--- config.mk ---
export PLATFORM = sky130hd
export DESIGN_NAME = sync_crc_frame_receiver_unit
export DESIGN_NICKNAME = d
export VERILOG_FILES = /design/src/rtl/scfr_pkg.sv /design/src/rtl/sync_crc_frame_receiver_unit.sv /design/src/rtl/scfr_win_ram.sv /design/src/rtl/scfr_crc_unit.sv
export SDC_FILE = /design/constraint.sdc
export NUM_CORES = 1
export LEC_CHECK = 0
export BUFFER_PORTS_ARGS = -buffer_cell sky130_fd_sc_hd__buf_2
export CAP_MARGIN = 20
export CORE_AREA = 2 2 274 276
export DETAILED_ROUTE_END_ITERATION = 6
export DIE_AREA = 0 0 276 278
export GPL_ROUTABILITY_DRIVEN = 0
export PLACE_DENSITY = 0.59
export REMOVE_ABC_BUFFERS = 1
export SLEW_MARGIN = 40
export SYNTH_ARGS = -nofsm -noshare
export SYNTH_HDL_FRONTEND = slang
export SYNTH_HIERARCHICAL = 1
export SYNTH_SLANG_ARGS = --single-unit
--- constraint.sdc ---
create_clock -name aclk -period 9.3 [get_ports aclk]
set_input_delay 0.465 -clock aclk [delete_from_list [all_inputs] [get_ports aclk]]
set_output_delay 0.465 -clock aclk [all_outputs]
set_load 0.01 [all_outputs]
--- src/rtl/scfr_pkg.sv ---
// ----------------------------------------------------------------------------
// scfr_pkg
// Shared types and constants of the sync/CRC frame receiver.
// ----------------------------------------------------------------------------
package scfr_pkg;

    // window depth must stay a power of two: window positions wrap by truncation
    localparam int WINDOW_DEPTH = 64;
    localparam int MAX_PAYLOAD  = 48;

    localparam int WIN_AW = $clog2(WINDOW_DEPTH);
    localparam int FILL_W = $clog2(WINDOW_DEPTH + 1);
    localparam int LEN_W  = 6;

    localparam logic [7:0]  SYNC_BYTE0 = 8'hA5;
    localparam logic [7:0]  SYNC_BYTE1 = 8'h5A;
    localparam logic [15:0] CRC_INIT   = 16'hFFFF;
    localparam logic [15:0] CRC_POLY   = 16'h1021;

    // configuration register indexes
    localparam int CFG_IDX_W = 8;
    localparam logic [CFG_IDX_W-1:0] CFG_PROTOCOL_VERSION = 8'd0;
    localparam logic [CFG_IDX_W-1:0] CFG_MAX_PAYLOAD_LEN  = 8'd1;

    localparam logic [7:0]       PROTO_VER_RST = 8'd1;
    localparam logic [LEN_W-1:0] MAX_LEN_RST   = 6'd48;

    // command from the sequencer to the crc unit
    typedef struct packed {
        logic       init;
        logic       update;
        logic [7:0] data;
    } crc_cmd_t;

endpackage

--- src/rtl/sync_crc_frame_receiver_unit.sv ---
// ----------------------------------------------------------------------------
// sync_crc_frame_receiver_unit
// Byte-stream frame parser: A5 5A sync, header, length, CRC-16/CCITT-FALSE.
// ----------------------------------------------------------------------------
// Each received byte goes into a 64-byte circular window. After the byte is
// stored, a small sequencer reads the window through a single memory read
// port: it strips leading bytes until the window starts with A5 5A, then
// reads version through CRC, feeding version through payload into a
// byte-wide CRC unit, and on a good frame presents one result per payload
// byte (one header-only result for an empty payload). s_tready is low until
// the sequencer is back to idle. The last result of a frame may still wait
// in the output register while the next byte is taken. Configuration writes
// are always accepted.
// ----------------------------------------------------------------------------
module sync_crc_frame_receiver_unit
    import scfr_pkg::*;
(
    input  logic                 aclk,
    input  logic                 aresetn,
    // input items
    input  logic                 s_tvalid,
    output logic                 s_tready,
    input  logic [7:0]           s_tdata,   // [7:0] rx_byte
    // result items
    output logic                 m_tvalid,
    input  logic                 m_tready,
    output logic [39:0]          m_tdata,   // [15:0] sequence_number, [21:16] payload_length,
                                            // [29:22] payload_byte, [35:30] byte_index, [39:36] 0
    output logic [7:0]           m_tuser,   // [7:0] frame_type
    output logic                 m_tlast,   // last_of_frame
    // configuration writes
    input  logic                 cfg_valid,
    output logic                 cfg_ready,
    input  logic [CFG_IDX_W-1:0] cfg_index,
    input  logic [7:0]           cfg_data
);

    typedef enum logic [2:0] {
        S_IDLE,
        S_SYNC,
        S_SYNC_B0,
        S_SYNC_B1,
        S_SCAN,
        S_EMIT_RD,
        S_EMIT_LD
    } state_t;

    state_t state_reg, state_next;

    logic [WIN_AW-1:0] head_reg, head_next;
    logic [FILL_W-1:0] fill_reg, fill_next;
    logic [7:0]        b0_reg, b0_next;
    logic [FILL_W-1:0] rpos_reg, rpos_next;
    logic [FILL_W-1:0] dpos_reg, dpos_next;
    logic [7:0]        ver_reg, ver_next;
    logic [7:0]        type_reg, type_next;
    logic [15:0]       seq_reg, seq_next;
    logic [7:0]        lenlo_reg, lenlo_next;
    logic [LEN_W-1:0]  len_reg, len_next;
    logic [7:0]        crclo_reg, crclo_next;
    logic [LEN_W-1:0]  idx_reg, idx_next;

    logic              ovalid_reg, ovalid_next;
    logic [7:0]        otype_reg, otype_next;
    logic [15:0]       oseq_reg, oseq_next;
    logic [LEN_W-1:0]  olen_reg, olen_next;
    logic [7:0]        obyte_reg, obyte_next;
    logic [LEN_W-1:0]  oidx_reg, oidx_next;
    logic              olast_reg, olast_next;

    logic [7:0]        proto_ver_reg, proto_ver_next;
    logic [LEN_W-1:0]  max_len_reg, max_len_next;

    logic              ram_we;
    logic [WIN_AW-1:0] ram_waddr;
    logic              ram_re;
    logic [FILL_W-1:0] rd_pos;
    logic [WIN_AW-1:0] ram_raddr;
    logic [7:0]        mem_q;

    crc_cmd_t          crc_cmd;
    logic [15:0]       crc_val;

    logic              in_acc;
    logic              out_free;
    logic [7:0]        limit;
    logic [FILL_W-1:0] pay_end;
    logic [FILL_W-1:0] frame_total;
    logic [FILL_W-1:0] need_fill;
    logic              last_res;

    scfr_win_ram u_ram (
        .aclk  (aclk),
        .we    (ram_we),
        .waddr (ram_waddr),
        .wdata (s_tdata),
        .re    (ram_re),
        .raddr (ram_raddr),
        .rdata (mem_q)
    );

    scfr_crc_unit u_crc (
        .aclk (aclk),
        .cmd  (crc_cmd),
        .crc  (crc_val)
    );

    assign s_tready  = (state_reg == S_IDLE);
    assign in_acc    = s_tvalid && s_tready;
    assign cfg_ready = 1'b1;
    assign out_free  = !ovalid_reg || m_tready;
    assign ram_raddr = head_reg + rd_pos[WIN_AW-1:0];

    assign limit = ({2'b00, max_len_reg} < 8'(MAX_PAYLOAD)) ? {2'b00, max_len_reg}
                                                            : 8'(MAX_PAYLOAD);
    assign pay_end     = FILL_W'(8) + FILL_W'(len_reg);
    assign frame_total = FILL_W'(10) + FILL_W'(len_reg);
    assign need_fill   = FILL_W'(10) + FILL_W'(lenlo_reg[LEN_W-1:0]);
    assign last_res    = (len_reg == '0) || (idx_reg == len_reg - LEN_W'(1));

    always_comb begin
        state_next     = state_reg;
        head_next      = head_reg;
        fill_next      = fill_reg;
        b0_next        = b0_reg;
        rpos_next      = rpos_reg;
        dpos_next      = dpos_reg;
        ver_next       = ver_reg;
        type_next      = type_reg;
        seq_next       = seq_reg;
        lenlo_next     = lenlo_reg;
        len_next       = len_reg;
        crclo_next     = crclo_reg;
        idx_next       = idx_reg;
        ovalid_next    = ovalid_reg && !m_tready;
        otype_next     = otype_reg;
        oseq_next      = oseq_reg;
        olen_next      = olen_reg;
        obyte_next     = obyte_reg;
        oidx_next      = oidx_reg;
        olast_next     = olast_reg;
        proto_ver_next = proto_ver_reg;
        max_len_next   = max_len_reg;
        ram_we         = 1'b0;
        ram_waddr      = head_reg + fill_reg[WIN_AW-1:0];
        ram_re         = 1'b0;
        rd_pos         = '0;
        crc_cmd        = '{init: 1'b0, update: 1'b0, data: mem_q};

        if (cfg_valid) begin
            if (cfg_index == CFG_PROTOCOL_VERSION) begin
                proto_ver_next = cfg_data;
            end else if (cfg_index == CFG_MAX_PAYLOAD_LEN) begin
                max_len_next = cfg_data[LEN_W-1:0];
            end
        end

        case (state_reg)
            S_IDLE: begin
                if (in_acc) begin
                    ram_we = 1'b1;
                    // full window: the new byte overwrites the oldest one
                    if (fill_reg == FILL_W'(WINDOW_DEPTH)) begin
                        head_next = head_reg + WIN_AW'(1);
                    end else begin
                        fill_next = fill_reg + FILL_W'(1);
                    end
                    state_next = S_SYNC;
                end
            end
            S_SYNC: begin
                if (fill_reg < FILL_W'(2)) begin
                    state_next = S_IDLE;
                end else begin
                    ram_re     = 1'b1;
                    rd_pos     = FILL_W'(0);
                    state_next = S_SYNC_B0;
                end
            end
            S_SYNC_B0: begin
                b0_next    = mem_q;
                ram_re     = 1'b1;
                rd_pos     = FILL_W'(1);
                state_next = S_SYNC_B1;
            end
            S_SYNC_B1: begin
                // position 2 is either the next header byte or the new second byte
                ram_re    = 1'b1;
                rd_pos    = FILL_W'(2);
                rpos_next = FILL_W'(3);
                dpos_next = FILL_W'(2);
                if (b0_reg == SYNC_BYTE0 && mem_q == SYNC_BYTE1) begin
                    if (fill_reg < FILL_W'(8)) begin
                        state_next = S_IDLE;
                    end else begin
                        crc_cmd.init = 1'b1;
                        state_next   = S_SCAN;
                    end
                end else begin
                    head_next = head_reg + WIN_AW'(1);
                    fill_next = fill_reg - FILL_W'(1);
                    b0_next   = mem_q;
                    if (fill_reg < FILL_W'(3)) begin
                        state_next = S_IDLE;
                    end
                end
            end
            S_SCAN: begin
                ram_re    = 1'b1;
                rd_pos    = rpos_reg;
                rpos_next = rpos_reg + FILL_W'(1);
                dpos_next = dpos_reg + FILL_W'(1);
                crc_cmd.update = (dpos_reg < pay_end);
                if (dpos_reg < FILL_W'(8)) begin
                    case (dpos_reg[2:0])
                        3'd2:    ver_next = mem_q;
                        3'd3:    type_next = mem_q;
                        3'd4:    seq_next[7:0] = mem_q;
                        3'd5:    seq_next[15:8] = mem_q;
                        3'd6:    lenlo_next = mem_q;
                        3'd7: begin
                            len_next = lenlo_reg[LEN_W-1:0];
                            if (ver_reg != proto_ver_reg || mem_q != 8'd0 ||
                                lenlo_reg > limit) begin
                                head_next  = head_reg + WIN_AW'(1);
                                fill_next  = fill_reg - FILL_W'(1);
                                state_next = S_IDLE;
                            end else if (fill_reg < need_fill) begin
                                state_next = S_IDLE;
                            end
                        end
                        default: ;
                    endcase
                end else if (dpos_reg == pay_end) begin
                    crclo_next = mem_q;
                end else if (dpos_reg == pay_end + FILL_W'(1)) begin
                    idx_next = '0;
                    if (crc_val != {mem_q, crclo_reg}) begin
                        head_next  = head_reg + WIN_AW'(1);
                        fill_next  = fill_reg - FILL_W'(1);
                        state_next = S_IDLE;
                    end else if (len_reg == '0) begin
                        state_next = S_EMIT_LD;
                    end else begin
                        state_next = S_EMIT_RD;
                    end
                end
            end
            S_EMIT_RD: begin
                ram_re     = 1'b1;
                rd_pos     = FILL_W'(8) + FILL_W'(idx_reg);
                state_next = S_EMIT_LD;
            end
            S_EMIT_LD: begin
                if (out_free) begin
                    ovalid_next = 1'b1;
                    otype_next  = type_reg;
                    oseq_next   = seq_reg;
                    olen_next   = len_reg;
                    obyte_next  = (len_reg == '0) ? 8'd0 : mem_q;
                    oidx_next   = idx_reg;
                    olast_next  = last_res;
                    if (last_res) begin
                        head_next  = head_reg + frame_total[WIN_AW-1:0];
                        fill_next  = fill_reg - frame_total;
                        state_next = S_IDLE;
                    end else begin
                        idx_next   = idx_reg + LEN_W'(1);
                        state_next = S_EMIT_RD;
                    end
                end
            end
            default: begin
                state_next = S_IDLE;
            end
        endcase
    end

    always_ff @(posedge aclk) begin
        if (!aresetn) begin
            state_reg     <= S_IDLE;
            head_reg      <= '0;
            fill_reg      <= '0;
            ovalid_reg    <= 1'b0;
            proto_ver_reg <= PROTO_VER_RST;
            max_len_reg   <= MAX_LEN_RST;
        end else begin
            state_reg     <= state_next;
            head_reg      <= head_next;
            fill_reg      <= fill_next;
            ovalid_reg    <= ovalid_next;
            proto_ver_reg <= proto_ver_next;
            max_len_reg   <= max_len_next;
        end
        b0_reg    <= b0_next;
        rpos_reg  <= rpos_next;
        dpos_reg  <= dpos_next;
        ver_reg   <= ver_next;
        type_reg  <= type_next;
        seq_reg   <= seq_next;
        lenlo_reg <= lenlo_next;
        len_reg   <= len_next;
        crclo_reg <= crclo_next;
        idx_reg   <= idx_next;
        otype_reg <= otype_next;
        oseq_reg  <= oseq_next;
        olen_reg  <= olen_next;
        obyte_reg <= obyte_next;
        oidx_reg  <= oidx_next;
        olast_reg <= olast_next;
    end

    assign m_tvalid = ovalid_reg;
    assign m_tdata  = {4'b0000, oidx_reg, obyte_reg, olen_reg, oseq_reg};
    assign m_tuser  = otype_reg;
    assign m_tlast  = olast_reg;

endmodule

--- src/rtl/scfr_win_ram.sv ---
// ----------------------------------------------------------------------------
// scfr_win_ram
// Byte window storage: one write port, one read port with registered data.
// ----------------------------------------------------------------------------
module scfr_win_ram
    import scfr_pkg::*;
(
    input  logic              aclk,
    input  logic              we,
    input  logic [WIN_AW-1:0] waddr,
    input  logic [7:0]        wdata,
    input  logic              re,
    input  logic [WIN_AW-1:0] raddr,
    output logic [7:0]        rdata
);

    logic [7:0] mem [WINDOW_DEPTH];
    logic [7:0] rdata_reg;

    always_ff @(posedge aclk) begin
        if (we) begin
            mem[waddr] <= wdata;
        end
        if (re) begin
            rdata_reg <= mem[raddr];
        end
    end

    assign rdata = rdata_reg;

endmodule

--- src/rtl/scfr_crc_unit.sv ---
// ----------------------------------------------------------------------------
// scfr_crc_unit
// CRC-16/CCITT-FALSE accumulator, one byte per cycle, MSB first.
// ----------------------------------------------------------------------------
module scfr_crc_unit
    import scfr_pkg::*;
(
    input  logic        aclk,
    input  crc_cmd_t    cmd,
    output logic [15:0] crc
);

    logic [15:0] crc_reg;
    logic [15:0] crc_next;

    function automatic logic [15:0] crc_byte(input logic [15:0] c_in, input logic [7:0] d);
        logic [15:0] c;
        c = c_in ^ {d, 8'h00};
        for (int b = 0; b < 8; b++) begin
            if (c[15]) begin
                c = {c[14:0], 1'b0} ^ CRC_POLY;
            end else begin
                c = {c[14:0], 1'b0};
            end
        end
        return c;
    endfunction

    always_comb begin
        crc_next = crc_reg;
        if (cmd.init) begin
            crc_next = CRC_INIT;
        end else if (cmd.update) begin
            crc_next = crc_byte(crc_reg, cmd.data);
        end
    end

    always_ff @(posedge aclk) begin
        crc_reg <= crc_next;
    end

    assign crc = crc_reg;

endmodule

==> impl_metrics.ini <==
[setup_path]
crit_family = compound AO/OA/AOI/OAI gates
crit_path_end_kind = register
cp_slowest_stage_delay_ns = 0.68
worstPathMaxFanout = 37
worstPathArrival_ns = 5.29
timing.reg2reg.setup_slack_ns = 4.37
timing_worst_setup_path_type = register to register
timing.reg2reg.worst_path_depth = 10
cp.required_ns = 9.65
critical_path_buf_inv_count = 2
critical_path.cell_chain = nor3b_2, a22oi_1, fa_1, inv_4, buf_4, mux4_2, nor2b_1, a2111oi_1, nor3_1, a22o_1
r2r_start = state_reg[2]$_SDFFE_PN0P_
r2r_end = u_ram/rdata[0]$_DFFE_PP_
setup_crit_start_kind = register
slowest_stage = sky130_fd_sc_hd__a2111oi_1

[run_status]
violations = DRC
run_status = finished, violations left

[final_layout]
largest_register_ff_count = 512
antenna_cells = 0
top_register = u_ram/mem
final_nets = 1921
drive_gt1_share_pct = 21.2
final.fill_count = 6406
layout.cells.non_filler = 2858
synthToLayoutAreaGrowth_pct = 13.5

[routing]
dr.first_iter.drc_count = 1591
viasPerCell = 5.57
num_vias = 15900
ant_nets = 0
detail_route.first_pass.iterations = 7
detail_route.wirelength_mm = 68.6
route.detailed.wl_per_inst_um = 24.0
remaining_drc_errors = 17

[synth]
synth_top_flop_cell = sky130_fd_sc_hd__edfxtp_1
synth_seq_area_share_pct = 69.4
post_synthesis_async_set_or_reset_flop_share_pct = 0
yosys_register_bits = 693
synth_enable_flop_cells = 646
netlist-cell-type-count = 81
syn_avg_cell_area_um2 = 16.9
mappedNetlistArea_um2 = 29300
netlist_instances = 1733
synth.yosys.warnings = 6

[sta]
setup_viol = 0
period_needed_ns = 4.93
tns_ns = 0
drv_slew = 0
finalHoldViolations = 0
worst_clock_skew_ns = 0.0217
period_share_pct = 53.0
fmaxAchievable_mhz = 203
grt_setup_unrepaired = false
worst_slew_margin_rel_pct = 41.0
worst_slew_pin_slew_ns = 0.879

[clock_tree]
clock_path_buffers = 3
clk_transition_reported_paths_ns = 0.06
cts_tree = built
clk-insertion-delay-late_ns = 0.62
total_number_of_clock_tree_sinks = 693
postCtsHoldBufs = 0
numCtsBuffers = 75
cts_root_buf = sky130_fd_sc_hd__clkbuf_16
cts_resized = 0
clock_tree.htree_level_count = 3
cts_setup_buffers = 0

[global_route]
grt_first_pass_wirelength_mm = 104
grt-ovfl-total = 0
busiest_layer = met2
grt_util_met2_pct = 29.6
gr-usage-all-layers_pct = 18.0
grt_util_met1_pct = 24.3
first_global_vias = 16100
global_route.usage.met3_pct = 3.54
antenna_found_initial = 0
grt_start_max_net_pins = 65

[floorplanning]
die_width_um = 276
ios = 81
core_area_um2 = 73800
die-height_um = 278
start_util_pct = 39.7
fp-row-count = 100
floorplan.die_area_um2 = 76700

[placed_design]
dp.cells = 2722
hpwlAfterDp_mm = 44.2
place.port_buffers = 75

[pwr]
ir_worst_vdd_v = 0.000325
p_leak_nw = 11.0
power-per-cell-area_nw_per_um2 = 309

[hold_path]
worstHoldPathCells = 3
hold_path_class = input pin to register
end_of_the_worst_hold_path = max_len_reg[5]$_SDFFE_PN1P_
min-delay-start = cfg_data[5]

[job]
maxCapViolCount = 0
-- worst max-delay path by stage --
| stage | start | to | depth (start not counted) |
|---|---|---|---|
| finish | state_reg[2]$_SDFFE_PN0P_ | u_ram/rdata[0]$_DFFE_PP_ | 10 |
| global route | state_reg[2]$_SDFFE_PN0P_ | u_ram/rdata[0]$_DFFE_PP_ | 13 |
| CTS | state_reg[0]$_SDFFE_PN0P_ | u_ram/rdata[0]$_DFFE_PP_ | 10 |
| detailed placement | state_reg[0]$_SDFFE_PN0P_ | u_ram/rdata[0]$_DFFE_PP_ | 10 |
| global placement | state_reg[2]$_SDFFE_PN0P_ | u_ram/rdata[0]$_DFFE_PP_ | 13 |
| floorplan | state_reg[1]$_SDFFE_PN0P_ | u_ram/rdata[0]$_DFFE_PP_ | 9 |
-- power breakdown --
group | internal (mW) | switching [mW]
Clock | 1.67 | 1.19
Combinational | 1.60 | 1.93
Sequential | 3.67 | 0.219
Total | 6.94 | 3.35
-- final cells by class --
cell class | instances | area (µm²) | area share, %
sequential | 693 | 20300 | 61.2
clock inverter | 41 | 368 | 1.11
inverter | 40 | 153 | 0.459
timing repair buffer | 97 | 606 | 1.82
clock buffer | 95 | 2000 | 6.03
tap | 969 | 1210 | 3.65
multi-input combinational | 923 | 8570 | 25.8
-- worst register-to-register path: cells and delay by family (launching register included) --
| family | cells | cell delay, ns |
|---|---|---|
| fa+ha+maj | 1 | 0.55 |
| mux | 1 | 0.42 |
| simple gates | 3 | 0.89 |
| buf+inv | 2 | 0.99 |
| flops | 1 | 0.58 |
| compound gates | 3 | 1.24 |
-- cell usage after synthesis (4+ instances only) --
master | count | share of area (%)
sky130_fd_sc_hd__nand3b_1 | 8 | 0.20
sky130_fd_sc_hd__nor2b_1 | 31 | 0.66
sky130_fd_sc_hd__xor2_1 | 36 | 1.1
sky130_fd_sc_hd__mux2i_1 | 43 | 1.5
sky130_fd_sc_hd__o21ai_0 | 18 | 0.31
sky130_fd_sc_hd__mux4_2 | 124 | 9.5
sky130_fd_sc_hd__a211oi_1 | 5 | 0.13
sky130_fd_sc_hd__or3_1 | 4 | 0.085
sky130_fd_sc_hd__fa_1 | 4 | 0.27
sky130_fd_sc_hd__nor4_1 | 11 | 0.23
sky130_fd_sc_hd__edfxtp_1 | 646 | 66
sky130_fd_sc_hd__o211ai_1 | 7 | 0.18
sky130_fd_sc_hd__or2_2 | 7 | 0.15
sky130_fd_sc_hd__buf_4 | 14 | 0.36
sky130_fd_sc_hd__nor2_1 | 147 | 1.9
sky130_fd_sc_hd__or4_1 | 5 | 0.13
sky130_fd_sc_hd__inv_1 | 36 | 0.46
sky130_fd_sc_hd__o221ai_1 | 8 | 0.24
sky130_fd_sc_hd__dfxtp_1 | 47 | 3.2
sky130_fd_sc_hd__and3_1 | 12 | 0.26
sky130_fd_sc_hd__a221oi_1 | 7 | 0.21
sky130_fd_sc_hd__ha_1 | 58 | 2.5
sky130_fd_sc_hd__o21ai_1 | 6 | 0.10
sky130_fd_sc_hd__a22oi_1 | 9 | 0.23
sky130_fd_sc_hd__nand4_1 | 11 | 0.23
sky130_fd_sc_hd__nand2b_1 | 14 | 0.30
sky130_fd_sc_hd__a21oi_1 | 32 | 0.55
sky130_fd_sc_hd__and2_1 | 5 | 0.11
sky130_fd_sc_hd__nand2_1 | 69 | 0.88
sky130_fd_sc_hd__buf_2 | 17 | 0.29
sky130_fd_sc_hd__o22ai_1 | 24 | 0.51
sky130_fd_sc_hd__buf_6 | 6 | 0.23
sky130_fd_sc_hd__clkbuf_1 | 40 | 0.51
sky130_fd_sc_hd__a21o_1 | 12 | 0.31
sky130_fd_sc_hd__o21a_1 | 5 | 0.13
sky130_fd_sc_hd__o21bai_1 | 5 | 0.13
sky130_fd_sc_hd__xnor3_1 | 8 | 0.61
sky130_fd_sc_hd__nand3_1 | 42 | 0.72
sky130_fd_sc_hd__a31oi_1 | 12 | 0.26
sky130_fd_sc_hd__xnor2_1 | 50 | 1.5
sky130_fd_sc_hd__a211o_1 | 10 | 0.30
sky130_fd_sc_hd__nor3_1 | 15 | 0.26
sky130_fd_sc_hd__a2111oi_0 | 4 | 0.12
-- layout by cell type, fill, tap and decap left out, types with 17 or more instances in the layout --
cell	count
sky130_fd_sc_hd__a21oi_1	32
sky130_fd_sc_hd__buf_2	73
sky130_fd_sc_hd__buf_4	20
sky130_fd_sc_hd__clkbuf_1	17
sky130_fd_sc_hd__clkbuf_16	77
sky130_fd_sc_hd__dfxtp_1	47
sky130_fd_sc_hd__edfxtp_1	646
sky130_fd_sc_hd__ha_1	57
sky130_fd_sc_hd__inv_1	35
sky130_fd_sc_hd__mux2i_1	43
sky130_fd_sc_hd__mux4_2	124
sky130_fd_sc_hd__nand2_1	69
sky130_fd_sc_hd__nand3_1	42
sky130_fd_sc_hd__nor2_1	106
sky130_fd_sc_hd__nor2_2	40
sky130_fd_sc_hd__nor2b_1	31
sky130_fd_sc_hd__o21ai_0	18
sky130_fd_sc_hd__o22ai_1	24
sky130_fd_sc_hd__xnor2_1	45
sky130_fd_sc_hd__xor2_1	36
-- metal layers --
metal | routed length [µm] | part of all wire (%)
met5 | 0 | 0
met4 | 1920 | 2.8
met3 | 4300 | 6.3
met2 | 33300 | 48
met1 | 29100 | 42
-- per-stage QoR --
stage	utilization (%)	instance area (µm²)	worst slack [ns]	total power, mW	hold slack (ns)
detailed placement	41.8	30800	4.35	7.50	0.405
finish	45.0	33200	4.37	10.3	0.123
global route	45.0	33200	4.10	10.8	0.106
floorplan	-	28900	1.78	6.57	0.400
global placement	41.6	30700	4.40	7.43	0.404
CTS	45.0	33200	4.34	10.4	0.0885
-- cell families after synthesis --
kind of cell	after synthesis	synth area share, %
AOI/OAI and AO/OA	188	4.46
xor gates and xnor gates	100	3.57
adders and majority gates	62	2.75
buffers and inverters	120	2.00
DFF	693	69.4
muxes	168	11.0
other	2	0.0256
and+or+nand+nor	400	6.74
Note: power is estimated with default switching activity, not from simulation.
